File: src/design/assert_macros.svh
// Assertion macros shared by the curve fit unit
`ifndef ASSERT_MACROS_SVH
`define ASSERT_MACROS_SVH

// Same-cycle implication, disabled while in reset
`define ASSERT_IMPL(lbl, clk, rst_n, ante, cons, msg) \
	lbl: assert property (@(posedge clk) disable iff (!(rst_n)) (ante) |-> (cons)) \
		else $error(msg);

// Next-cycle implication, disabled while in reset
`define ASSERT_NEXT(lbl, clk, rst_n, ante, cons, msg) \
	lbl: assert property (@(posedge clk) disable iff (!(rst_n)) (ante) |=> (cons)) \
		else $error(msg);

`endif

File: src/design/lsf_pkg.sv
// ----------------------------------------------------------------------------
// Least squares curve fit package
// Item types, accumulator widths and the Cramer permutation table.
// ----------------------------------------------------------------------------
package lsf_pkg;

	localparam int unsigned DEF_MAX_SAMPLES    = 1024;
	localparam int unsigned DEF_COEF_FRAC_BITS = 32;

	// accumulator widths (sized to hold every sum exactly at full capacity)
	localparam int unsigned CNT_W  = 11;
	localparam int unsigned SX_W   = 23;
	localparam int unsigned SXY_W  = 34;
	localparam int unsigned SX3_W  = 45;
	localparam int unsigned SX4_W  = 56;
	localparam int unsigned MUL_W  = 24;
	// solver widths: operand magnitude, determinant/term width, coefficient
	localparam int unsigned OP_W   = 56;
	localparam int unsigned DW     = 112;
	localparam int unsigned COEF_W = 64;

	// column codes of the Cramer solve
	localparam logic [1:0] COL_CONST = 2'd0;
	localparam logic [1:0] COL_LIN   = 2'd1;
	localparam logic [1:0] COL_SQ    = 2'd2;
	localparam logic [1:0] COL_DET   = 2'd3;

	localparam logic [2:0] PERM_FIRST     = 3'd0;
	localparam logic [2:0] PERM_LIN_2ND   = 3'd2;
	localparam logic [2:0] PERM_LAST_QUAD = 3'd5;

	typedef struct packed {
		logic signed [11:0] x_sample;
		logic signed [11:0] y_sample;
		logic               last_sample;
	} in_item_t;

	typedef struct packed {
		logic signed [63:0] coef_constant;
		logic signed [63:0] coef_linear;
		logic signed [63:0] coef_square;
		logic               singular;
		logic               dropped_samples;
		logic [10:0]        point_count;
	} out_item_t;

	typedef struct packed {
		logic [CNT_W-1:0]        count;
		logic signed [SX_W-1:0]  sum_x;
		logic signed [SX_W-1:0]  sum_y;
		logic signed [SXY_W-1:0] sum_xy;
		logic signed [SXY_W-1:0] sum_x_sq;
		logic signed [SX3_W-1:0] sum_x_sq_y;
		logic signed [SX3_W-1:0] sum_x_cube;
		logic signed [SX4_W-1:0] sum_x_fourth;
		logic                    overflow_seen;
	} sums_t;

	// column taken from each row by determinant term p
	function automatic logic [1:0] perm_col(input logic [2:0] p, input logic [1:0] row);
		logic [5:0] cols;
		cols = 6'b000000;
		unique case (p)
			3'd0:    cols = {2'd2, 2'd1, 2'd0};
			3'd1:    cols = {2'd1, 2'd2, 2'd0};
			3'd2:    cols = {2'd2, 2'd0, 2'd1};
			3'd3:    cols = {2'd0, 2'd2, 2'd1};
			3'd4:    cols = {2'd1, 2'd0, 2'd2};
			3'd5:    cols = {2'd0, 2'd1, 2'd2};
			default: cols = 6'b000000;
		endcase
		unique case (row)
			2'd0:    return cols[1:0];
			2'd1:    return cols[3:2];
			default: return cols[5:4];
		endcase
	endfunction

	// odd permutations enter the determinant negated
	function automatic logic perm_neg(input logic [2:0] p);
		return (p == 3'd1) || (p == 3'd2) || (p == 3'd5);
	endfunction

endpackage

File: src/design/lsf_accum.sv
// ----------------------------------------------------------------------------
// Power sum accumulator
// Adds one sample into the exact power sums using a single shared multiplier.
// ----------------------------------------------------------------------------
`include "assert_macros.svh"

module lsf_accum import lsf_pkg::*; #(
	parameter int unsigned MAX_SAMPLES = DEF_MAX_SAMPLES
) (
	input  logic     clk,
	input  logic     arst_n,
	input  logic     start,
	input  in_item_t item,
	output logic     busy,
	output logic     fire,
	output sums_t    snap
);

	typedef enum logic [1:0] {
		A_IDLE = 2'b01,
		A_RUN  = 2'b10
	} acc_state_t;

	localparam logic [2:0] STEP_SQ     = 3'd0;
	localparam logic [2:0] STEP_CUBE   = 3'd1;
	localparam logic [2:0] STEP_FOURTH = 3'd2;
	localparam logic [2:0] STEP_XY     = 3'd3;
	localparam logic [2:0] STEP_X2Y    = 3'd4;
	localparam logic [2:0] STEP_FIN    = 3'd5;

	acc_state_t               state_q;
	logic [2:0]               step_q;
	logic signed [11:0]       x_q;
	logic signed [11:0]       y_q;
	logic                     last_q;
	logic signed [MUL_W-1:0]  x2_q;
	sums_t                    sums_q;
	logic signed [MUL_W-1:0]  mul_a;
	logic signed [MUL_W-1:0]  mul_b;
	logic signed [2*MUL_W-1:0] mul_p;

	// select multiplier operands for the current step
	always_comb begin
		mul_a = MUL_W'(x_q);
		mul_b = MUL_W'(x_q);
		unique case (step_q)
			STEP_CUBE:   begin mul_a = x2_q;         mul_b = MUL_W'(x_q); end
			STEP_FOURTH: begin mul_a = x2_q;         mul_b = x2_q;        end
			STEP_XY:     begin mul_a = MUL_W'(x_q);  mul_b = MUL_W'(y_q); end
			STEP_X2Y:    begin mul_a = x2_q;         mul_b = MUL_W'(y_q); end
			default:     begin mul_a = MUL_W'(x_q);  mul_b = MUL_W'(x_q); end
		endcase
	end

	assign mul_p = mul_a * mul_b;
	assign busy  = (state_q != A_IDLE);
	assign fire  = (state_q == A_RUN) && (step_q == STEP_FIN) && last_q;
	assign snap  = sums_q;

	// hold sample, step through the products
	always_ff @(posedge clk or negedge arst_n) begin
		if (!arst_n) begin
			state_q <= A_IDLE;
			step_q  <= STEP_SQ;
			last_q  <= 1'b0;
			sums_q  <= '0;
		end else begin
			unique case (state_q)
				A_IDLE: begin
					if (start) begin
						last_q  <= item.last_sample;
						state_q <= A_RUN;
						if (sums_q.count == CNT_W'(MAX_SAMPLES)) begin
							sums_q.overflow_seen <= 1'b1;
							step_q               <= STEP_FIN;
						end else begin
							step_q <= STEP_SQ;
						end
					end
				end
				A_RUN: begin
					unique case (step_q)
						STEP_SQ: begin
							sums_q.count    <= sums_q.count + 1'b1;
							sums_q.sum_x    <= sums_q.sum_x + SX_W'(x_q);
							sums_q.sum_y    <= sums_q.sum_y + SX_W'(y_q);
							sums_q.sum_x_sq <= sums_q.sum_x_sq + SXY_W'(mul_p);
							step_q          <= STEP_CUBE;
						end
						STEP_CUBE: begin
							sums_q.sum_x_cube <= sums_q.sum_x_cube + SX3_W'(mul_p);
							step_q            <= STEP_FOURTH;
						end
						STEP_FOURTH: begin
							sums_q.sum_x_fourth <= sums_q.sum_x_fourth + SX4_W'(mul_p);
							step_q              <= STEP_XY;
						end
						STEP_XY: begin
							sums_q.sum_xy <= sums_q.sum_xy + SXY_W'(mul_p);
							step_q        <= STEP_X2Y;
						end
						STEP_X2Y: begin
							sums_q.sum_x_sq_y <= sums_q.sum_x_sq_y + SX3_W'(mul_p);
							step_q            <= STEP_FIN;
						end
						default: begin
							// clear the sums once the solver has its copy
							if (last_q) begin
								sums_q <= '0;
							end
							state_q <= A_IDLE;
						end
					endcase
				end
				default: state_q <= A_IDLE;
			endcase
		end
	end

	// payload registers
	always_ff @(posedge clk) begin
		if (start && (state_q == A_IDLE)) begin
			x_q <= item.x_sample;
			y_q <= item.y_sample;
		end
		if ((state_q == A_RUN) && (step_q == STEP_SQ)) begin
			x2_q <= mul_p[MUL_W-1:0];
		end
	end

	`ASSERT_IMPL(a_count_cap, clk, arst_n, 1'b1, sums_q.count <= CNT_W'(MAX_SAMPLES), "count beyond capacity")
	`ASSERT_NEXT(a_clear_after_fire, clk, arst_n, fire, (sums_q.count == '0) && !sums_q.overflow_seen, "sums not cleared after fit")

endmodule

File: config.mk
export PLATFORM = sky130hd
export DESIGN_NAME = lsf_accum
export DESIGN_NICKNAME = d
export VERILOG_FILES = /design/src/design/lsf_pkg.sv /design/src/design/lsf_accum.sv
export VERILOG_INCLUDE_DIRS = /design/src /design/src/design
export SDC_FILE = /design/constraint.sdc
export NUM_CORES = 2
export LEC_CHECK = 0
export BUFFER_PORTS_ARGS = -buffer_cell sky130_fd_sc_hd__buf_2
export CELL_PAD_IN_SITES_DETAIL_PLACEMENT = 1
export CELL_PAD_IN_SITES_GLOBAL_PLACEMENT = 2
export CORE_ASPECT_RATIO = 2
export CORE_MARGIN = 5
export CORE_UTILIZATION = 36
export DETAILED_ROUTE_END_ITERATION = 10
export HOLD_SLACK_MARGIN = 0.03
export PLACE_DENSITY_LB_ADDON = 0.05
export SLEW_MARGIN = 20
export SYNTH_ARGS = -nofsm -noshare
export SYNTH_HDL_FRONTEND = slang
export SYNTH_SLANG_ARGS = --single-unit
File: constraint.sdc
create_clock -name clk -period 11.1 [get_ports clk]
set_clock_uncertainty 0.1 [all_clocks]
set_input_delay 1.665 -clock clk [delete_from_list [all_inputs] [get_ports clk]]
set_output_delay 1.665 -clock clk [all_outputs]
set_load 0.005 [all_outputs]
# After elaboration in Yosys (flattened, before gate mapping)
# Index checks and enable logic that the tools add are counted.
# totals
regBits	326
inputBits	28
out_inout_bits	274
elab_cells	91
# classes
n_addsub	8
multipliers	1
n_eq_ne	14
mux	20
n_bitwise	5
n_reduce_logical	28
# op_table
cell	count
$mux 272	1
$pmux 45 s2	2
$pmux 34 s2	2
$pmux 57 s2	1
$pmux 56 s2	1
$add 45x45->45	2
$add 34x34->34	2
$add 56x48->56	1
$mul 24x24->48	1
$pmux 24 s2	1
$add 23x12->23	2
$mux 24	1
$reduce_or 4->1	5
$reduce_and 3->1	6
$pmux 3 s5	1
$reduce_bool 2->1	6
$add 11x1->11 const B	1
$eq 11x11->1 const B	1
$ne 2x2->1 const B	4
$eq 3x2->1 const B	2
$eq 3x3->1 const B	2
$mux 3	2
$ne 6x1->1 const B	1
$pmux 3 s2	1
16 further kinds	27

# Logic depth before layout (Yosys ltp)
# depth
word_depth	6
depth_mapped	51
ltp_nobuf	46

# Worst setup path before layout
# OpenSTA, ideal clock, no wires.
# synth_path
path_kind	reg-to-reg
startpoint	register step_q[1]
endpoint	register sums_q, in the netlist snap[56]
setup_ps	127
arrival_ps	10373
required_time_ps	10873
path_slack_ps	499
stages_incl_launch_ff	45
path_buffers	5
synth_period_minus_slack_ps	10601
cell_sequence	dfrtp_1 > clkbuf_1 > nor2_1 > nand2_1 > o21ai_1 > clkbuf_1 > clkbuf_1 > nand2_1 > nand2_1 > clkbuf_1 > nand2_1 > fa_1 > fa_1 > fa_1 > inv_1 > fa_1 > inv_1 > fa_1 > (+9 left out) > o31a_2 > o211ai_2 > a31oi_1 > o21bai_2 > xnor2_1 > ha_1 > clkbuf_1 > a21oi_1 > o21bai_1 > a221oi_1 > inv_1 > a21oi_1 > o21ai_0 > a21oi_1 > o41ai_2 > xor3_1 > a21oi_1 > o22ai_1
# synth_via
elab_chain_cells	6
word_cells_on_any_way	16
classes_between	add/sub: 1; mul: 1; eq/ne: 4; mux: 3; bitwise: 1; reduce/logical: 6
# synth_lines
element	line_no	source
start, declared	lsf_accum.sv:32	logic [2:0] step_q;
start signal, assigned	lsf_accum.sv:64	step_q <= STEP_SQ;
start signal, assigned	lsf_accum.sv:75	step_q <= STEP_FIN;
start signal, assigned	lsf_accum.sv:77	step_q <= STEP_SQ;
$eq 3x3->1, or another cell as far along	lsf_accum.sv:46, lsf_accum.sv:82	
$reduce_or 2->1 (no source line) / $reduce_or 3->1 (equally long branches)	--	
$pmux 24 s2 / $mux 24 (equally long branches)	lsf_accum.sv:46	unique case (step_q)
$mul 24x24->48	lsf_accum.sv:55	assign mul_p = mul_a * mul_b;
$add 56x48->56	lsf_accum.sv:95	sums_q.sum_x_fourth <= sums_q.sum_x_fourth + SX4_W'(mul_p);
$pmux 56 s2	lsf_accum.sv:82	unique case (step_q)
end, declared	lsf_accum.sv:37	sums_t sums_q;
# Parallel ways exist; a longest one is shown, timed or not.
# A chain may end at the register's enable or synchronous reset.

# Worst setup path after layout
# Ends and elaborated chain as after synthesis.

==> impl_metrics.yaml <==
status:
  outcome: "finished clean"
yosys:
  synth-xor-area-share: 0.0544
  synth-compound-area-share: 0.171
  netlist_instances: 4969
  syn_avg_cell_area_um2: 9.02
  synth_cell_types: 79
  synthFlopType: "dfrtp_1"
  ys_seq_area_frac: 0.187
  synthAdderAreaFrac: 0.384
  synth_top_family_by_area: "adder cells"
  synthMuxAreaShare: 0.00385
  ys_seq_elements: 326
  syn-cell-area_um2: 44800
  async_flop_share: 0.853
  synth_edf_count: 48
  syn_nets: 6004
  ys_warn_count: 0
  synthSimpleGateAreaFrac: 0.127
worst_setup_path:
  crit_path_frequent_cell: "fa_1"
  r2r_cells: 40
  path_delay_family: "adder cells"
  cp.depth: 40
  crit_slowest_cell: "fa_1"
  cp_num_buf_inv: 8
  worstPathArrival_ns: 11.19
  critPathMaxStageDelay_ns: 0.67
  startpoint_type: "register"
  worst_ep_required_time_ns: 11.48
  worst-path-max-fanout: 13
  setup.worst_path.class: "register to register"
  worstSetupEndpointType: "register"
routing:
  avgViaCountPerCell: 5.37
  drt-initial-drc-count: 1529
  drc_errors: 0
  antenna_left: 0
  wl_per_cell_um: 26.8
  num_vias: 38600
  routed_wirelength_mm: 193
  detail_route.first_pass.iterations: 5
sta:
  fin_crit_ns: 10.81
  fmax_mhz: 92.5
  final_min_period_over_clock_period: 0.974
  hold_viol_final: 0
  setup_viol: 0
  slew_headroom: 0.339
  drv_slew: 0
  tightest_slew_ns: 0.992
run:
  cap_violations: 0
clocking:
  clock_path_buffers: 3
  cts-hold-fix-buffers: 0
  clock_sinks: 326
  clk_pin_slew_worst_paths_ns: 0.07
  cts_tree: "yes"
  worstSkewPairLatency_ns: 0.62
  cts_buffers: 41
  h-tree-depth: 2
  root_buffer: "clkbuf_16"
hold_path:
  hold_path_class: "register to register"
  holdPathStages: 2
grt:
  grt_start_max_net_pins: 78
  antenna_found_initial: 4
  grt_pass1_vias: 43900
  grt_usage: 0.290
  overflow: 0
  grt_pass1_wl_mm: 286
floorplanning:
  start_util: 0.361
  coreArea_um2: 124000
  die_h_um: 509
  row_count: 183
  dieArea_um2: 132000
  num_io_pins: 302
  die_w_um: 260
placed_design:
  hpwl_mm: 163
  dp.cells: 7097
  io_buffer_count: 301
  gp_congestion: 0.967
final_layout:
  fin_cells: 7193
  drive_gt1_frac: 0.162
  final_nets: 6530
  area.growth.synth_to_final_pct: 18.0
  final_core_util: 0.426
cells by family after synthesis:
family,after synthesis
AND/OR/NAND/NOR,1339
AO/OA/AOI/OAI,1134
adder cells (fa/ha/maj),1007
buffers and inverters,869
flip-flops,326
XOR/XNOR,277
multiplexers,17
synthesized netlist by cell type (48+ instances only):
master,n,share of area
a21o_1,164,0.027
a21oi_1,259,0.029
a22o_1,113,0.022
clkbuf_1,167,0.014
dfrtp_1,277,0.15
edfxtp_1,48,0.032
fa_1,614,0.27
ha_1,393,0.11
inv_1,700,0.059
nand2_1,627,0.052
nand3_1,70,0.0078
nor2_1,418,0.035
o21ai_0,235,0.026
o21bai_1,54,0.0090
xnor2_1,166,0.032
xor2_1,110,0.021
metal layers:
metal | GRT usage | vias up | share of wire
li1 | - | 17500 | -
met1 | 0.299 | 20100 | 0.35
met2 | 0.567 | 729 | 0.55
met3 | 0.0409 | 331 | 0.038
met4 | 0.137 | 2 | 0.062
met5 | 0 | - | 0.000067
placed cells by master, fill, tap and decap left out, types with 27 or more instances in the layout:
cell	count
a22o_1	113
nor2b_1	31
a31oi_1	34
buf_2	301
nand2_1	611
o21ai_1	27
a21o_1	164
dfrtp_1	274
inv_1	698
nand2b_1	44
fa_1	606
a21oi_1	240
xor2_1	106
clkbuf_16	45
buf_12	29
nor2_1	407
xnor2_1	157
edfxtp_1	48
o21bai_1	54
nand3_1	69
nor3_1	33
buf_4	311
ha_1	383
o21ai_0	224
o21a_1	35
final cells by class:
| class | count | area, um2 |
|---|---|---|
| inverters | 701 | 2640 |
| flip-flops and latches | 326 | 8400 |
| fillers | 14500 | 71200 |
| clock inverters | 19 | 251 |
| multi-input cells | 3774 | 33800 |
| well taps | 1665 | 2080 |
| clock buffers | 55 | 1150 |
| repair buffers | 651 | 4560 |
| diodes | 2 | 5.00 |
per-stage QoR:
stage | hold WS, ns | area [um2] | TNS (ns) | worst slack (ns)
global placement | 0.392 | 50700 | -5.78 | -0.696
finish | 0.413 | 52900 | 0 | 0.290
global route | 0.444 | 52900 | -0.00508 | -0.00508
detailed placement | 0.400 | 50700 | -6.28 | -0.654
floorplan | 0.388 | 44800 | 0 | 0.499
CTS | 0.417 | 52300 | -0.0166 | -0.0166
final timing paths:
path | start | to | slack [ns]
setup / recovery | step_q[1]$_DFFE_PN0P_ | snap[56]$_DFFE_PN0P_ | 0.29
hold / removal | snap[90]$_DFFE_PN0P_ | snap[90]$_DFFE_PN0P_ | 0.41
setup reg to reg | step_q[1]$_DFFE_PN0P_ | snap[56]$_DFFE_PN0P_ | 0.29
hold reg to reg | snap[90]$_DFFE_PN0P_ | snap[90]$_DFFE_PN0P_ | 0.41
max in group asynchronous | arst_n | snap[238]$_DFFE_PN0P_ | 7.81
min in group asynchronous | arst_n | snap[89]$_DFFE_PN0P_ | 0.85
what timing repair did:
action | 4_1_cts | 5_1_grt
setup buffers | 2 | 16
setup endpoints to repair | 26 | 34
gates resized for setup | 45 | 93
pin swaps | 4 | 14
cloned | 0 | 2
flip-flops by register name, indices dropped and copies added (netlist names):
register / cells
x2_q: 24
step_q: 3
snap: 272
last_q: 1
y_q: 12
state_q: 2
x_q: 12
worst min-delay path: stages (launching register included):
cell,delay (ns)
dfrtp_1,0.36
nand2_1,0.05
o21ai_0,0.06
Power is not shown: default switching activity piles up to over one toggle a cycle in this logic, so the estimate is an artifact.
