$ cat config.mk
export PLATFORM = sky130hd
export DESIGN_NAME = lsf_solve
export DESIGN_NICKNAME = d
export VERILOG_FILES = /design/src/design/lsf_pkg.sv /design/src/design/lsf_solve.sv
export VERILOG_INCLUDE_DIRS = /design/src /design/src/design
export SDC_FILE = /design/constraint.sdc
export NUM_CORES = 2
export LEC_CHECK = 0
export BUFFER_PORTS_ARGS = -buffer_cell sky130_fd_sc_hd__buf_4
export CAP_MARGIN = 40
export CORE_UTILIZATION = 55
export CTS_BUF_LIST = sky130_fd_sc_hd__clkbuf_16
export CTS_CLUSTER_DIAMETER = 30
export CTS_CLUSTER_SIZE = 25
export DETAILED_ROUTE_END_ITERATION = 10
export PLACE_DENSITY_LB_ADDON = 0.05
export SKIP_LAST_GASP = 1
export SYNTH_ARGS = -nofsm -noshare
export SYNTH_HDL_FRONTEND = slang
export SYNTH_SLANG_ARGS = --single-unit
$ cat constraint.sdc
create_clock -name clk -period 11.6 [get_ports clk]
set_input_delay 0.58 -clock clk [delete_from_list [all_inputs] [get_ports clk]]
set_output_delay 0.58 -clock clk [all_outputs]
set_load 0.005 [all_outputs]
$ cat src/design/assert_macros.svh
// Assertion macros shared by the curve fit unit
`ifndef ASSERT_MACROS_SVH
`define ASSERT_MACROS_SVH

// Same-cycle implication, disabled while in reset
`define ASSERT_IMPL(lbl, clk, rst_n, ante, cons, msg) \
	lbl: assert property (@(posedge clk) disable iff (!(rst_n)) (ante) |-> (cons)) \
		else $error(msg);

// Next-cycle implication, disabled while in reset
`define ASSERT_NEXT(lbl, clk, rst_n, ante, cons, msg) \
	lbl: assert property (@(posedge clk) disable iff (!(rst_n)) (ante) |=> (cons)) \
		else $error(msg);

`endif

$ cat src/design/lsf_pkg.sv
// ----------------------------------------------------------------------------
// Least squares curve fit package
// Item types, accumulator widths and the Cramer permutation table.
// ----------------------------------------------------------------------------
package lsf_pkg;

	localparam int unsigned DEF_MAX_SAMPLES    = 1024;
	localparam int unsigned DEF_COEF_FRAC_BITS = 32;

	// accumulator widths (sized to hold every sum exactly at full capacity)
	localparam int unsigned CNT_W  = 11;
	localparam int unsigned SX_W   = 23;
	localparam int unsigned SXY_W  = 34;
	localparam int unsigned SX3_W  = 45;
	localparam int unsigned SX4_W  = 56;
	localparam int unsigned MUL_W  = 24;
	// solver widths: operand magnitude, determinant/term width, coefficient
	localparam int unsigned OP_W   = 56;
	localparam int unsigned DW     = 112;
	localparam int unsigned COEF_W = 64;

	// column codes of the Cramer solve
	localparam logic [1:0] COL_CONST = 2'd0;
	localparam logic [1:0] COL_LIN   = 2'd1;
	localparam logic [1:0] COL_SQ    = 2'd2;
	localparam logic [1:0] COL_DET   = 2'd3;

	localparam logic [2:0] PERM_FIRST     = 3'd0;
	localparam logic [2:0] PERM_LIN_2ND   = 3'd2;
	localparam logic [2:0] PERM_LAST_QUAD = 3'd5;

	typedef struct packed {
		logic signed [11:0] x_sample;
		logic signed [11:0] y_sample;
		logic               last_sample;
	} in_item_t;

	typedef struct packed {
		logic signed [63:0] coef_constant;
		logic signed [63:0] coef_linear;
		logic signed [63:0] coef_square;
		logic               singular;
		logic               dropped_samples;
		logic [10:0]        point_count;
	} out_item_t;

	typedef struct packed {
		logic [CNT_W-1:0]        count;
		logic signed [SX_W-1:0]  sum_x;
		logic signed [SX_W-1:0]  sum_y;
		logic signed [SXY_W-1:0] sum_xy;
		logic signed [SXY_W-1:0] sum_x_sq;
		logic signed [SX3_W-1:0] sum_x_sq_y;
		logic signed [SX3_W-1:0] sum_x_cube;
		logic signed [SX4_W-1:0] sum_x_fourth;
		logic                    overflow_seen;
	} sums_t;

	// column taken from each row by determinant term p
	function automatic logic [1:0] perm_col(input logic [2:0] p, input logic [1:0] row);
		logic [5:0] cols;
		cols = 6'b000000;
		unique case (p)
			3'd0:    cols = {2'd2, 2'd1, 2'd0};
			3'd1:    cols = {2'd1, 2'd2, 2'd0};
			3'd2:    cols = {2'd2, 2'd0, 2'd1};
			3'd3:    cols = {2'd0, 2'd2, 2'd1};
			3'd4:    cols = {2'd1, 2'd0, 2'd2};
			3'd5:    cols = {2'd0, 2'd1, 2'd2};
			default: cols = 6'b000000;
		endcase
		unique case (row)
			2'd0:    return cols[1:0];
			2'd1:    return cols[3:2];
			default: return cols[5:4];
		endcase
	endfunction

	// odd permutations enter the determinant negated
	function automatic logic perm_neg(input logic [2:0] p);
		return (p == 3'd1) || (p == 3'd2) || (p == 3'd5);
	endfunction

endpackage

$ cat src/design/lsf_solve.sv
// ----------------------------------------------------------------------------
// Cramer solver
// Sequences determinant terms, magnitudes and divisions through one adder.
// ----------------------------------------------------------------------------
`include "assert_macros.svh"

module lsf_solve import lsf_pkg::*; #(
	parameter int unsigned COEF_FRAC_BITS = DEF_COEF_FRAC_BITS
) (
	input  logic      clk,
	input  logic      arst_n,
	input  logic      fire,
	input  sums_t     snap,
	input  logic      mode,
	input  logic      out_free,
	output logic      busy,
	output logic      res_valid,
	output out_item_t res
);

	localparam int unsigned AW    = DW + 2;
	localparam int unsigned DIV_N = DW + COEF_FRAC_BITS;
	localparam int unsigned CW    = $clog2(DIV_N);

	typedef enum logic [12:0] {
		ST_IDLE = 13'h0001,
		ST_LDA  = 13'h0002,
		ST_LDB  = 13'h0004,
		ST_MUL1 = 13'h0008,
		ST_LDC  = 13'h0010,
		ST_MUL2 = 13'h0020,
		ST_ACC  = 13'h0040,
		ST_NEXT = 13'h0080,
		ST_ABS  = 13'h0100,
		ST_DIV  = 13'h0200,
		ST_RND  = 13'h0400,
		ST_FIN  = 13'h0800,
		ST_DONE = 13'h1000
	} sol_state_t;

	sol_state_t              state_q;
	logic                    mode_q;
	logic [1:0]              col_q;
	logic [2:0]              perm_q;
	logic signed [OP_W-1:0]  pw_q [0:4];
	logic signed [OP_W-1:0]  rh_q [0:2];
	logic [DW-1:0]           mcand_q;
	logic [OP_W-1:0]         mplier_q;
	logic [DW-1:0]           prod_q;
	logic [CW-1:0]           cnt_q;
	logic                    sign_q;
	logic [DW-1:0]           acc_q;
	logic [DW-1:0]           det_q;
	logic                    det_neg_q;
	logic [DW-1:0]           num_q;
	logic                    num_neg_q;
	logic [DW-1:0]           rem_q;
	logic [COEF_W-1:0]       quo_q;
	logic                    high_q;
	logic                    rnd_q;
	logic [COEF_W-1:0]       c0_q, c1_q, c2_q;
	logic                    sing_q;
	logic                    drop_q;
	logic [CNT_W-1:0]        npts_q;

	logic [1:0]              row_sel;
	logic [1:0]              pcol;
	logic signed [OP_W-1:0]  val;
	logic                    val_neg;
	logic [OP_W-1:0]         val_mag;
	logic [AW-1:0]           add_a, add_b, add_y;
	logic                    add_sub;
	logic                    last_perm;
	logic [2:0]              next_perm;
	logic                    last_col;
	logic [DW-1:0]           abs_mag;
	logic [COEF_W:0]         rmag;
	logic                    rhigh;
	logic                    res_neg;
	logic [COEF_W-1:0]       coef;

	// pick one matrix element: the row follows the state, the column the term
	always_comb begin
		unique case (state_q)
			ST_LDB:  row_sel = 2'd1;
			ST_LDC:  row_sel = 2'd2;
			default: row_sel = 2'd0;
		endcase
		pcol = perm_col(perm_q, row_sel);
		if (!mode_q && (row_sel == 2'd2)) begin
			val = OP_W'(1);
		end else if (pcol == col_q) begin
			unique case (row_sel)
				2'd0:    val = rh_q[0];
				2'd1:    val = rh_q[1];
				default: val = rh_q[2];
			endcase
		end else begin
			val = pw_q[3'(row_sel) + 3'(pcol)];
		end
		val_neg = val[OP_W-1];
		val_mag = val_neg ? (~val + OP_W'(1)) : val;
	end

	// shared wide adder
	always_comb begin
		add_a   = '0;
		add_b   = '0;
		add_sub = 1'b0;
		unique case (state_q)
			ST_MUL1, ST_MUL2: begin
				add_a = AW'(prod_q);
				add_b = AW'(mcand_q);
			end
			ST_ACC: begin
				add_a   = {{2{acc_q[DW-1]}}, acc_q};
				add_b   = AW'(prod_q);
				add_sub = sign_q;
			end
			ST_ABS: begin
				add_b   = {{2{acc_q[DW-1]}}, acc_q};
				add_sub = 1'b1;
			end
			ST_DIV: begin
				add_a   = AW'({rem_q, num_q[DW-1]});
				add_b   = AW'(det_q);
				add_sub = 1'b1;
			end
			ST_RND: begin
				add_a   = AW'({rem_q, 1'b0});
				add_b   = AW'(det_q);
				add_sub = 1'b1;
			end
			ST_FIN: begin
				add_a = AW'(quo_q);
				add_b = AW'(rnd_q);
			end
			default: begin
				add_a = '0;
			end
		endcase
		add_y = add_a + (add_sub ? ~add_b : add_b) + AW'(add_sub);
	end

	// sequencing decisions and final saturation
	always_comb begin
		last_perm = mode_q ? (perm_q == PERM_LAST_QUAD) : (perm_q == PERM_LIN_2ND);
		next_perm = mode_q ? (perm_q + 3'd1) : PERM_LIN_2ND;
		last_col  = mode_q ? (col_q == COL_SQ) : (col_q == COL_LIN);
		abs_mag   = acc_q[DW-1] ? add_y[DW-1:0] : acc_q;
		rmag      = add_y[COEF_W:0];
		rhigh     = high_q | rmag[COEF_W];
		res_neg   = num_neg_q ^ det_neg_q;
		if (!res_neg) begin
			coef = (rhigh || rmag[COEF_W-1]) ? {1'b0, {(COEF_W-1){1'b1}}} : rmag[COEF_W-1:0];
		end else if (rhigh || (rmag[COEF_W-1:0] > {1'b1, {(COEF_W-1){1'b0}}})) begin
			coef = {1'b1, {(COEF_W-1){1'b0}}};
		end else begin
			coef = ~rmag[COEF_W-1:0] + COEF_W'(1);
		end
	end

	assign busy      = (state_q != ST_IDLE);
	assign res_valid = (state_q == ST_DONE) && out_free;

	always_comb begin
		res                 = '0;
		res.coef_constant   = c0_q;
		res.coef_linear     = c1_q;
		res.coef_square     = c2_q;
		res.singular        = sing_q;
		res.dropped_samples = drop_q;
		res.point_count     = npts_q;
	end

	// control sequencer
	always_ff @(posedge clk or negedge arst_n) begin
		if (!arst_n) begin
			state_q <= ST_IDLE;
			col_q   <= COL_DET;
			perm_q  <= PERM_FIRST;
			cnt_q   <= '0;
			mode_q  <= 1'b0;
		end else begin
			unique case (state_q)
				ST_IDLE: begin
					if (fire) begin
						mode_q  <= mode;
						col_q   <= COL_DET;
						perm_q  <= PERM_FIRST;
						state_q <= ST_LDA;
					end
				end
				ST_LDA: state_q <= ST_LDB;
				ST_LDB: begin
					cnt_q   <= '0;
					state_q <= ST_MUL1;
				end
				ST_MUL1: begin
					cnt_q <= cnt_q + 1'b1;
					if (cnt_q == CW'(OP_W - 1)) begin
						state_q <= ST_LDC;
					end
				end
				ST_LDC: begin
					cnt_q   <= '0;
					state_q <= ST_MUL2;
				end
				ST_MUL2: begin
					cnt_q <= cnt_q + 1'b1;
					if (cnt_q == CW'(OP_W - 1)) begin
						state_q <= ST_ACC;
					end
				end
				ST_ACC: state_q <= ST_NEXT;
				ST_NEXT: begin
					if (!last_perm) begin
						perm_q  <= next_perm;
						state_q <= ST_LDA;
					end else if ((col_q == COL_DET) && (acc_q == '0)) begin
						state_q <= ST_DONE;
					end else begin
						state_q <= ST_ABS;
					end
				end
				ST_ABS: begin
					perm_q <= PERM_FIRST;
					cnt_q  <= '0;
					if (col_q == COL_DET) begin
						col_q   <= COL_CONST;
						state_q <= ST_LDA;
					end else begin
						state_q <= ST_DIV;
					end
				end
				ST_DIV: begin
					cnt_q <= cnt_q + 1'b1;
					if (cnt_q == CW'(DIV_N - 1)) begin
						state_q <= ST_RND;
					end
				end
				ST_RND: state_q <= ST_FIN;
				ST_FIN: begin
					perm_q <= PERM_FIRST;
					if (last_col) begin
						state_q <= ST_DONE;
					end else begin
						col_q   <= col_q + 2'd1;
						state_q <= ST_LDA;
					end
				end
				ST_DONE: begin
					if (out_free) begin
						state_q <= ST_IDLE;
					end
				end
				default: state_q <= ST_IDLE;
			endcase
		end
	end

	// datapath registers
	always_ff @(posedge clk) begin
		unique case (state_q)
			ST_IDLE: begin
				if (fire) begin
					pw_q[0] <= OP_W'(snap.count);
					pw_q[1] <= OP_W'(snap.sum_x);
					pw_q[2] <= OP_W'(snap.sum_x_sq);
					pw_q[3] <= OP_W'(snap.sum_x_cube);
					pw_q[4] <= OP_W'(snap.sum_x_fourth);
					rh_q[0] <= OP_W'(snap.sum_y);
					rh_q[1] <= OP_W'(snap.sum_xy);
					rh_q[2] <= OP_W'(snap.sum_x_sq_y);
					drop_q  <= snap.overflow_seen;
					npts_q  <= snap.count;
					acc_q   <= '0;
					c0_q    <= '0;
					c1_q    <= '0;
					c2_q    <= '0;
					sing_q  <= 1'b0;
				end
			end
			ST_LDA: begin
				mcand_q <= DW'(val_mag);
				sign_q  <= perm_neg(perm_q) ^ val_neg;
			end
			ST_LDB: begin
				mplier_q <= val_mag;
				prod_q   <= '0;
				sign_q   <= sign_q ^ val_neg;
			end
			ST_MUL1, ST_MUL2: begin
				// shift-add: one multiplier bit per cycle
				if (mplier_q[0]) begin
					prod_q <= add_y[DW-1:0];
				end
				mcand_q  <= {mcand_q[DW-2:0], 1'b0};
				mplier_q <= {1'b0, mplier_q[OP_W-1:1]};
			end
			ST_LDC: begin
				mcand_q  <= prod_q;
				mplier_q <= val_mag;
				prod_q   <= '0;
				sign_q   <= sign_q ^ val_neg;
			end
			ST_ACC: acc_q <= add_y[DW-1:0];
			ST_NEXT: begin
				if (last_perm && (col_q == COL_DET) && (acc_q == '0)) begin
					sing_q <= 1'b1;
				end
			end
			ST_ABS: begin
				if (col_q == COL_DET) begin
					det_q     <= abs_mag;
					det_neg_q <= acc_q[DW-1];
				end else begin
					num_q     <= abs_mag;
					num_neg_q <= acc_q[DW-1];
				end
				acc_q  <= '0;
				rem_q  <= '0;
				quo_q  <= '0;
				high_q <= 1'b0;
			end
			ST_DIV: begin
				// restoring division, one quotient bit per cycle
				if (!add_y[AW-1]) begin
					rem_q <= add_y[DW-1:0];
				end else begin
					rem_q <= {rem_q[DW-2:0], num_q[DW-1]};
				end
				num_q  <= {num_q[DW-2:0], 1'b0};
				quo_q  <= {quo_q[COEF_W-2:0], ~add_y[AW-1]};
				high_q <= high_q | quo_q[COEF_W-1];
			end
			ST_RND: rnd_q <= ~add_y[AW-1];
			ST_FIN: begin
				unique case (col_q)
					COL_CONST: c0_q <= coef;
					COL_LIN:   c1_q <= coef;
					COL_SQ:    c2_q <= coef;
					default:   c0_q <= c0_q;
				endcase
			end
			default: begin
				acc_q <= acc_q;
			end
		endcase
	end

	`ASSERT_IMPL(a_singular_zero, clk, arst_n, res_valid && res.singular, (res.coef_constant == '0) && (res.coef_linear == '0) && (res.coef_square == '0), "singular fit with nonzero coefficients")
	`ASSERT_IMPL(a_linear_no_square, clk, arst_n, res_valid && !mode_q, res.coef_square == '0, "square term in linear fit")

endmodule

# Word level (Yosys, flattened, before mapping)
# Memories as Yosys holds them, arrays and structs flattened.
# Cells that the tools add are included.
totals:
  wordCells: 192
  ramBits: 448
  register_bits: 1029
  output_inout_bits: 207
  n_memories: 2
op_classes:
  eq_ne: 41
  addsub: 8
  reduce_logical: 44
  n_lt_le_gt_ge: 1
  muxes: 62
  bitwise: 10
memory_table:
  columns: ["memory", "words", "word_bits", "rd", "rd_clocked_by_memory_dff", "wr", "line", "rtl"]
  rows:
  - ["pw_q", 5, 56, 1, 0, 5, "lsf_solve.sv:45", "logic signed [OP_W-1:0] pw_q [0:4];"]
  - ["rh_q", 3, 56, 3, 0, 3, "lsf_solve.sv:46", "logic signed [OP_W-1:0] rh_q [0:2];"]
op_table:
  columns: ["operator", "n"]
  rows:
  - ["114-bit case mux with 5 select lines", 2]
  - ["112-bit case mux with 2 select lines", 3]
  - ["112-bit case mux with 3 select lines", 2]
  - ["112-bit 2-to-1 mux", 5]
  - ["64-bit case mux with 2 select lines", 4]
  - ["64-bit 2-to-1 mux", 7]
  - ["56-bit case mux with 2 select lines", 2]
  - ["13-bit case mux with 13 select lines", 1]
  - ["56-bit 2-to-1 mux", 3]
  - ["114-bit by 1-bit adder with 114-bit output", 1]
  - ["114-bit adder", 1]
  - ["114-bit 2-to-1 mux", 1]
  - ["114-bit inverter", 1]
  - ["112-bit logical NOT", 1]
  - ["13-bit 2-to-1 mux", 8]
  - ["64-bit by 1-bit adder with 64-bit output, second input constant", 1]
  - ["64-bit > comparator, second input constant", 1]
  - ["64-bit inverter", 1]
  - ["56-bit by 2-bit adder with 56-bit output, second input constant", 1]
  - ["56-bit inverter", 1]
  - ["6-bit case mux with 6 select lines", 1]
  - ["2-bit inequality test, second input constant", 13]
  - ["8-bit case mux with 2 select lines", 1]
  - ["3-bit AND reduction", 5]
  - ["50 further kinds", 99]

# Depth between registers and ports, before layout
depth:
  word_depth: 13
  depth_mapped: 28
  ltp_nobuf: 22

# Least setup slack after synthesis
# OpenSTA, ideal clock, no wires.
synth_timing:
  path_type: "register -> register"
  from: "register state_q[7]"
  to: "register num_q[0] (enable)"
  setup_slack_ps: 1088
  path_stages_with_launch: 9
  arrival_ps: 9439
  synth_period_minus_slack_ps: 10512
  path_cell_list: "dfrtp_1 > clkbuf_1 > nor4_1 > nand3_1 > nor4_1 > clkbuf_1 > clkbuf_1 > and2_1 > nor2_1"
synth_between:
  elab_chain_len: 3
  word_cells_on_any_way: 5
  cone_classes: "eq/ne: 3; reduce/logical: 2"
synth_rtl:
  columns: ["element", "line", "rtl"]
  rows:
  - ["from (decl)", "lsf_solve.sv:41", "sol_state_t state_q;"]
  - ["from (signal assigned)", "lsf_solve.sv:179", "state_q <= ST_IDLE;"]
  - ["from (signal assigned)", "lsf_solve.sv:191", "state_q <= ST_LDA;"]
  - ["from (signal assigned)", "lsf_solve.sv:194", "ST_LDA: state_q <= ST_LDB;"]
  - ["13-bit by 9-bit equality test with 1-bit output / 13-bit by 10-bit equality test with 1-bit output (equally long branches)", "lsf_solve.sv:264", "unique case (state_q)"]
  - ["2-bit inequality test (no line) / 2-bit nonzero test (equally long branches)", null, null]
  - ["2-bit AND reduction (no line) (*)", null, null]
  - ["to (signal assigned)", "lsf_solve.sv:318", "num_q <= abs_mag;"]
  - ["to (signal assigned)", "lsf_solve.sv:333", "num_q <= {num_q[DW-2:0], 1'b0};"]
  - ["to (decl)", "lsf_solve.sv:55", "logic [DW-1:0] num_q;"]
# Every way passes the cells marked *; elsewhere a longest branch is shown, timed or not.
# A chain may end at the register's enable or synchronous reset.

# Final worst setup path
layout_timing:
  from: "register state_q[2]"
  to: "register c2_q[48], data pin"
layout_between:
  elab_chain_len: 13
  word_cells_on_any_way: 29
  cone_classes: "add/sub: 3; order compare: 1; eq/ne: 8; mux: 9; bitwise: 3; reduce/logical: 5"
layout_rtl:
  columns: ["element", "line", "rtl"]
  rows:
  - ["13-bit by 10-bit equality test with 1-bit output, or another cell as far along", "lsf_solve.sv:110", "unique case (state_q)"]
  - ["2-bit OR reduction, on equally long branches", null, null]
  - ["114-bit case mux with 5 select lines", "lsf_solve.sv:110", null]
  - ["114-bit inverter", "lsf_solve.sv:142", "add_y = add_a + (add_sub ? ~add_b : add_b) + AW'(add_sub);"]
  - ["114-bit 2-to-1 mux", "lsf_solve.sv:142", null]
  - ["114-bit adder", "lsf_solve.sv:142", null]
  - ["114-bit by 1-bit adder with 114-bit output", "lsf_solve.sv:142", null]
  - ["64-bit inverter, or another cell as far along", "lsf_solve.sv:159", "coef = ~rmag[COEF_W-1:0] + COEF_W'(1);"]
  - ["64-bit by 1-bit adder with 64-bit output, or another cell as far along", "lsf_solve.sv:159", null]
  - ["64-bit 2-to-1 mux, on equally long branches", "lsf_solve.sv:156, lsf_solve.sv:155", null]
  - ["64-bit 2-to-1 mux", "lsf_solve.sv:154", "if (!res_neg) begin"]
  - ["64-bit 2-to-1 mux", "lsf_solve.sv:339", "unique case (col_q)"]
  - ["64-bit case mux with 2 select lines (*)", "lsf_solve.sv:264", null]
  - ["to (signal assigned)", "lsf_solve.sv:342", "COL_SQ: c2_q <= coef;"]
  - ["to (decl)", "lsf_solve.sv:61", "logic [COEF_W-1:0] c0_q, c1_q, c2_q;"]
# Every way passes the cells marked *; elsewhere a longest branch is shown, timed or not. The select of a mux whose other input is x is not followed.

==> results.txt <==
Gates resized during post-CTS repair numbered 0. The count of buffers added by post-CTS timing repair for setup came out at 0. Traced cell by cell, the critical path runs through or3_1 -> nor3_1 -> and3_4 -> buf_4 -> a222oi_1 -> nand2_1 -> xnor2_1 -> ha_1 -> nand2_1 -> nor4_1 -> nand4_1 -> a31oi_1 -> o21ai_0 -> a32o_1 -> a2111oi_0 -> and4_1 -> nand4_1 -> nor4_2 -> and4_1 -> o21ai_4 -> buf_4 -> a311oi_1.

For this run, the number of Yosys warnings is 0. The reported net switching power is 6.15 mW, and the global-route congestion overflow total is 0. The critical path contains buffers and inverters numbering 2 combined.

The first global-routing pass estimated 365,000 um of wire. Setup repair after global routing left no endpoint under its margin. Post-synthesis instance area: 0.0689 mm2.

Category of the worst setup path launch point: a flop. The width of the chip was 356 um; the worst-margin pin slew was 1.01 ns. The number of clock sinks was 1,289. At the end of routability-driven placement, the weighted congestion stood at 0.993. The first routing iteration left 9,731 violations.

The initial utilization of the core area, before any placement, comes to 55.6%. Among all stages on the critical path, the largest delay is contributed by and3_4. Setup violations remaining at the end of the flow were counted as 0. The synthesized design spends more area on one cell type than any other, namely edfxtp_1. The internal portion of the total power is 13.3 mW. The detail route stage leaves a number of antenna-violating nets equal to 0. Port buffering added 483 buffers. The worst setup path is of the reg2reg kind. The largest single stage delay on the critical path is 0.77 ns.

The run gives 15 as the initial antenna violation count. Entering global routing, the biggest net connects 169 pins. The synthesized net count was 6,624; the total negative slack for setup checks was 0 ns.

The worst setup path is captured at a flop. After detailed placement, the total cell area comes to 0.0745 mm2. The tools report the via count as 58,700.

The fraction of post-synthesis cell area in the top cell type by area was 55.0%. The filler cells instantiated in the layout total 8,659. The average wire per cell in the routed design is 28.1 um. After floorplanning, the core was sized to cover 0.124 mm2. The standard-cell row count is 129. After technology mapping, the gate count stands at 6,220.

The commonest cells after synthesis are 1,262 x edfxtp_1, 844 x nand2_1, 484 x nor2_1, 444 x a21oi_1, 371 x clkbuf_1. The net count of the finished layout is 7,389. For the final count of hold timing violations, the log shows 0. The post-layout minimum cycle time was 9.73 ns; the ratio of final minimum period to clock period was 83.9%.

For this run, design rule violations remaining after detail routing come to 102. Summed over all nets, the half-perimeter wirelength after detailed placement is 165,000 um. Kind of cell with the highest combined delay on the critical path: simple AND/OR/NAND/NOR gates.

Per report_power, the sequential group accounts for 35.2% of the total. In this run the worst hold path is classified as in2reg. In this run the worst path has a maximum fanout of 60. Measured on the finished design, the core utilization comes to 70.2%.

For the worst setup path, the data arrival time is 10.34 ns. Overall power: 19.5 mW. Derived from the worst setup path, the maximum achievable clock frequency is 103 MHz. The post-route netlist has 19.8% of its cells at a drive strength greater than 1.

The power density of the placed cells is 224 mW/mm2, and the static power due to leakage is 32.8 nW. TritonCTS built the clock tree. At the worst endpoint, the required time is 12.20 ns. Once layout is complete, the cells apart from fillers number 8,844. For the die footprint, the log shows 0.127 mm2.

The synthesized netlist contains 105 unique library cells. IR analysis of the VDD net gives a maximum drop of 0.000166 V. The tree is rooted in a clkbuf_16. The logs give 295 for the number of CTS-inserted buffers and 248,000 um for the detailed-route wire length. The clock passes through at most 4 buffers. In the post-synthesis netlist, the cell with the most instances is edfxtp_1. The logs give 57,000 for the number of global-route vias before repair and 274 for the number of buffers added to fix hold violations after cts. The run gives 42.1% as the part of the power in the clock network.

The total instance count after detailed placement was 8,047; the final max-slew violation count was 0. For the final design area excluding fillers, the log shows 0.0870 mm2. The pre-antenna-repair detailed-routing pass consisted of 11 iterations.

CTS built an H-tree with a depth of 5. After detailed routing, the number of vias per cell comes to 6.64. The clock-pin transition on the worst setup and hold timing paths is 0.05 ns, and the count of boundary I/O pins is 484. The run finished, with violations left. Area growth from synthesis to final layout: 26.3%.

In the post-synthesis netlist, the biggest area contributors are edfxtp_1 55%, nand2_1 4.6%, mux2_2 3.6%. Counting flops with an async set or reset pin after synthesis yields a share of 2.09%. The worst setup skew after layout was 0.0614 ns; the number of synthesized flops with an enable pin was 1,262. The height of the die is 356 um, and the worst relative slew slack is 32.0%.

The final reports fail on design-rule violations. In the synthesized netlist the dominant register cell turns out to be edfxtp_1. The run gives 38.5% as the combined global-route utilization of all metal layers. A synthesized cell averages 11.1 um2.

Clock latency on the worst-skew pair, taken at its later pin, is 0.90 ns. For this run, the register share of the synthesized area comes to 56.0%. The synthesized design contains 1,289 register bits.

The net switching fraction of the power is 31.5%. Combinational cells account for 22.7% of the total power. The tool flagged a number of max-cap violations equal to 0.

For flop-to-flop paths, the worst setup slack is 1.87 ns.
state kept, by name, summed over array words and instances, names as in the netlist, 8 cells and up:
signal / flops
pw_q: 158
det_q: 112
state_q: 13
prod_q: 112
rh_q: 102
c1_q: 64
rem_q: 112
npts_q: 11
mcand_q: 112
num_q: 112
quo_q: 64
acc_q: 112
c2_q: 64
c0_q: 64
mplier_q: 56
cnt_q: 8
stage by stage:
stage,hold slack [ns],setup WS [ns]
3_5_place_dp,0.484,2.29
5_1_grt,0.123,1.34
6_report,0.147,1.87
4_1_cts,0.0933,2.23
2_1_floorplan,0.284,1.09
3_3_place_gp,0.473,2.11
layout by cell type, fill, tap and decap left out, drive strengths merged, types with 64 or more instances in the layout:
cell         Yosys  layout
a21o            73      73
a21oi          445     445
a222oi         202     202
a22o            80      80
a22oi           64      64
and2           206     206
buf             68     627
clkbuf         372     303
clkinv           0     105
dlygate4sd3      0     274
edfxtp        1262    1262
ha             125     125
inv            112     153
mux2           218     218
nand2          844     844
nand3           83      83
nand4           78      78
nor2           486     486
nor3            98      98
nor4            79      79
o21ai          316     316
xnor2          178     178
xor2            89      89
area by class of cell:
type | instances | area (um2) | share of cell area, %
inverter | 112 | 445 | 0.512
clock buffer | 300 | 7510 | 8.63
clock inverter | 212 | 2210 | 2.54
sequential | 1289 | 38600 | 44.3
multi-input combinational | 4379 | 28400 | 32.6
tap | 1637 | 2050 | 2.35
timing repair buffer | 908 | 7800 | 8.97
antenna | 7 | 17.5 | 0.0201
power by group through the flow:
stage | logic [mW] | clock network (mW) | registers (mW)
2_1_floorplan | 2.38 | 0 | 6.80
3_3_place_gp | 4.06 | 0 | 6.89
3_5_place_dp | 4.17 | 0 | 6.89
4_1_cts | 4.27 | 8.20 | 6.82
5_1_grt | 4.67 | 8.45 | 6.91
6_report | 4.43 | 8.20 | 6.86
worst paths after layout:
path	startpoint	end	cells after the start
setup / recovery	state_q[2]	c2_q[48]	22
hold reg to reg	cnt_q[7]	cnt_q[7]	1
hold / removal	out_free	state_q[12]	3
min in group asynchronous	arst_n	mode_q	2
max in group asynchronous	arst_n	state_q[0]	2
setup reg to reg	state_q[2]	c2_q[48]	22
worst register-to-register path: cells and delay by family, from the launching register on:
kind,cells,cell delay [ns]
AOI/OAI and AO/OA,7,2.69
xor gates and xnor gates,1,0.08
adders and majority gates,1,0.63
buffers and inverters,2,0.93
DFF,1,0.45
and+or+nand+nor,11,4.65
routing by layer:
metal	share of wire, %	vias up	global-route usage, %
met5	0.0064	-	0
met4	4.0	2	15.8
met3	12	594	8.75
met2	44	4366	58.2
met1	40	28400	53.6
li1	-	25400	-
cells by family (layout without fill, tap and decap cells):
kind of cell,Yosys count,count (layout),synth area share [%]
muxes,267,267,4.47
xor gates and xnor gates,267,267,3.39
and+or+nand+nor,2104,2104,14.5
other,0,7,0
AOI/OAI and AO/OA,1614,1614,16.2
adders and majority gates,127,127,2.33
buffers and inverters,552,1532,3.10
DFF,1289,1289,56.0
(Power assumes the default switching activity.)
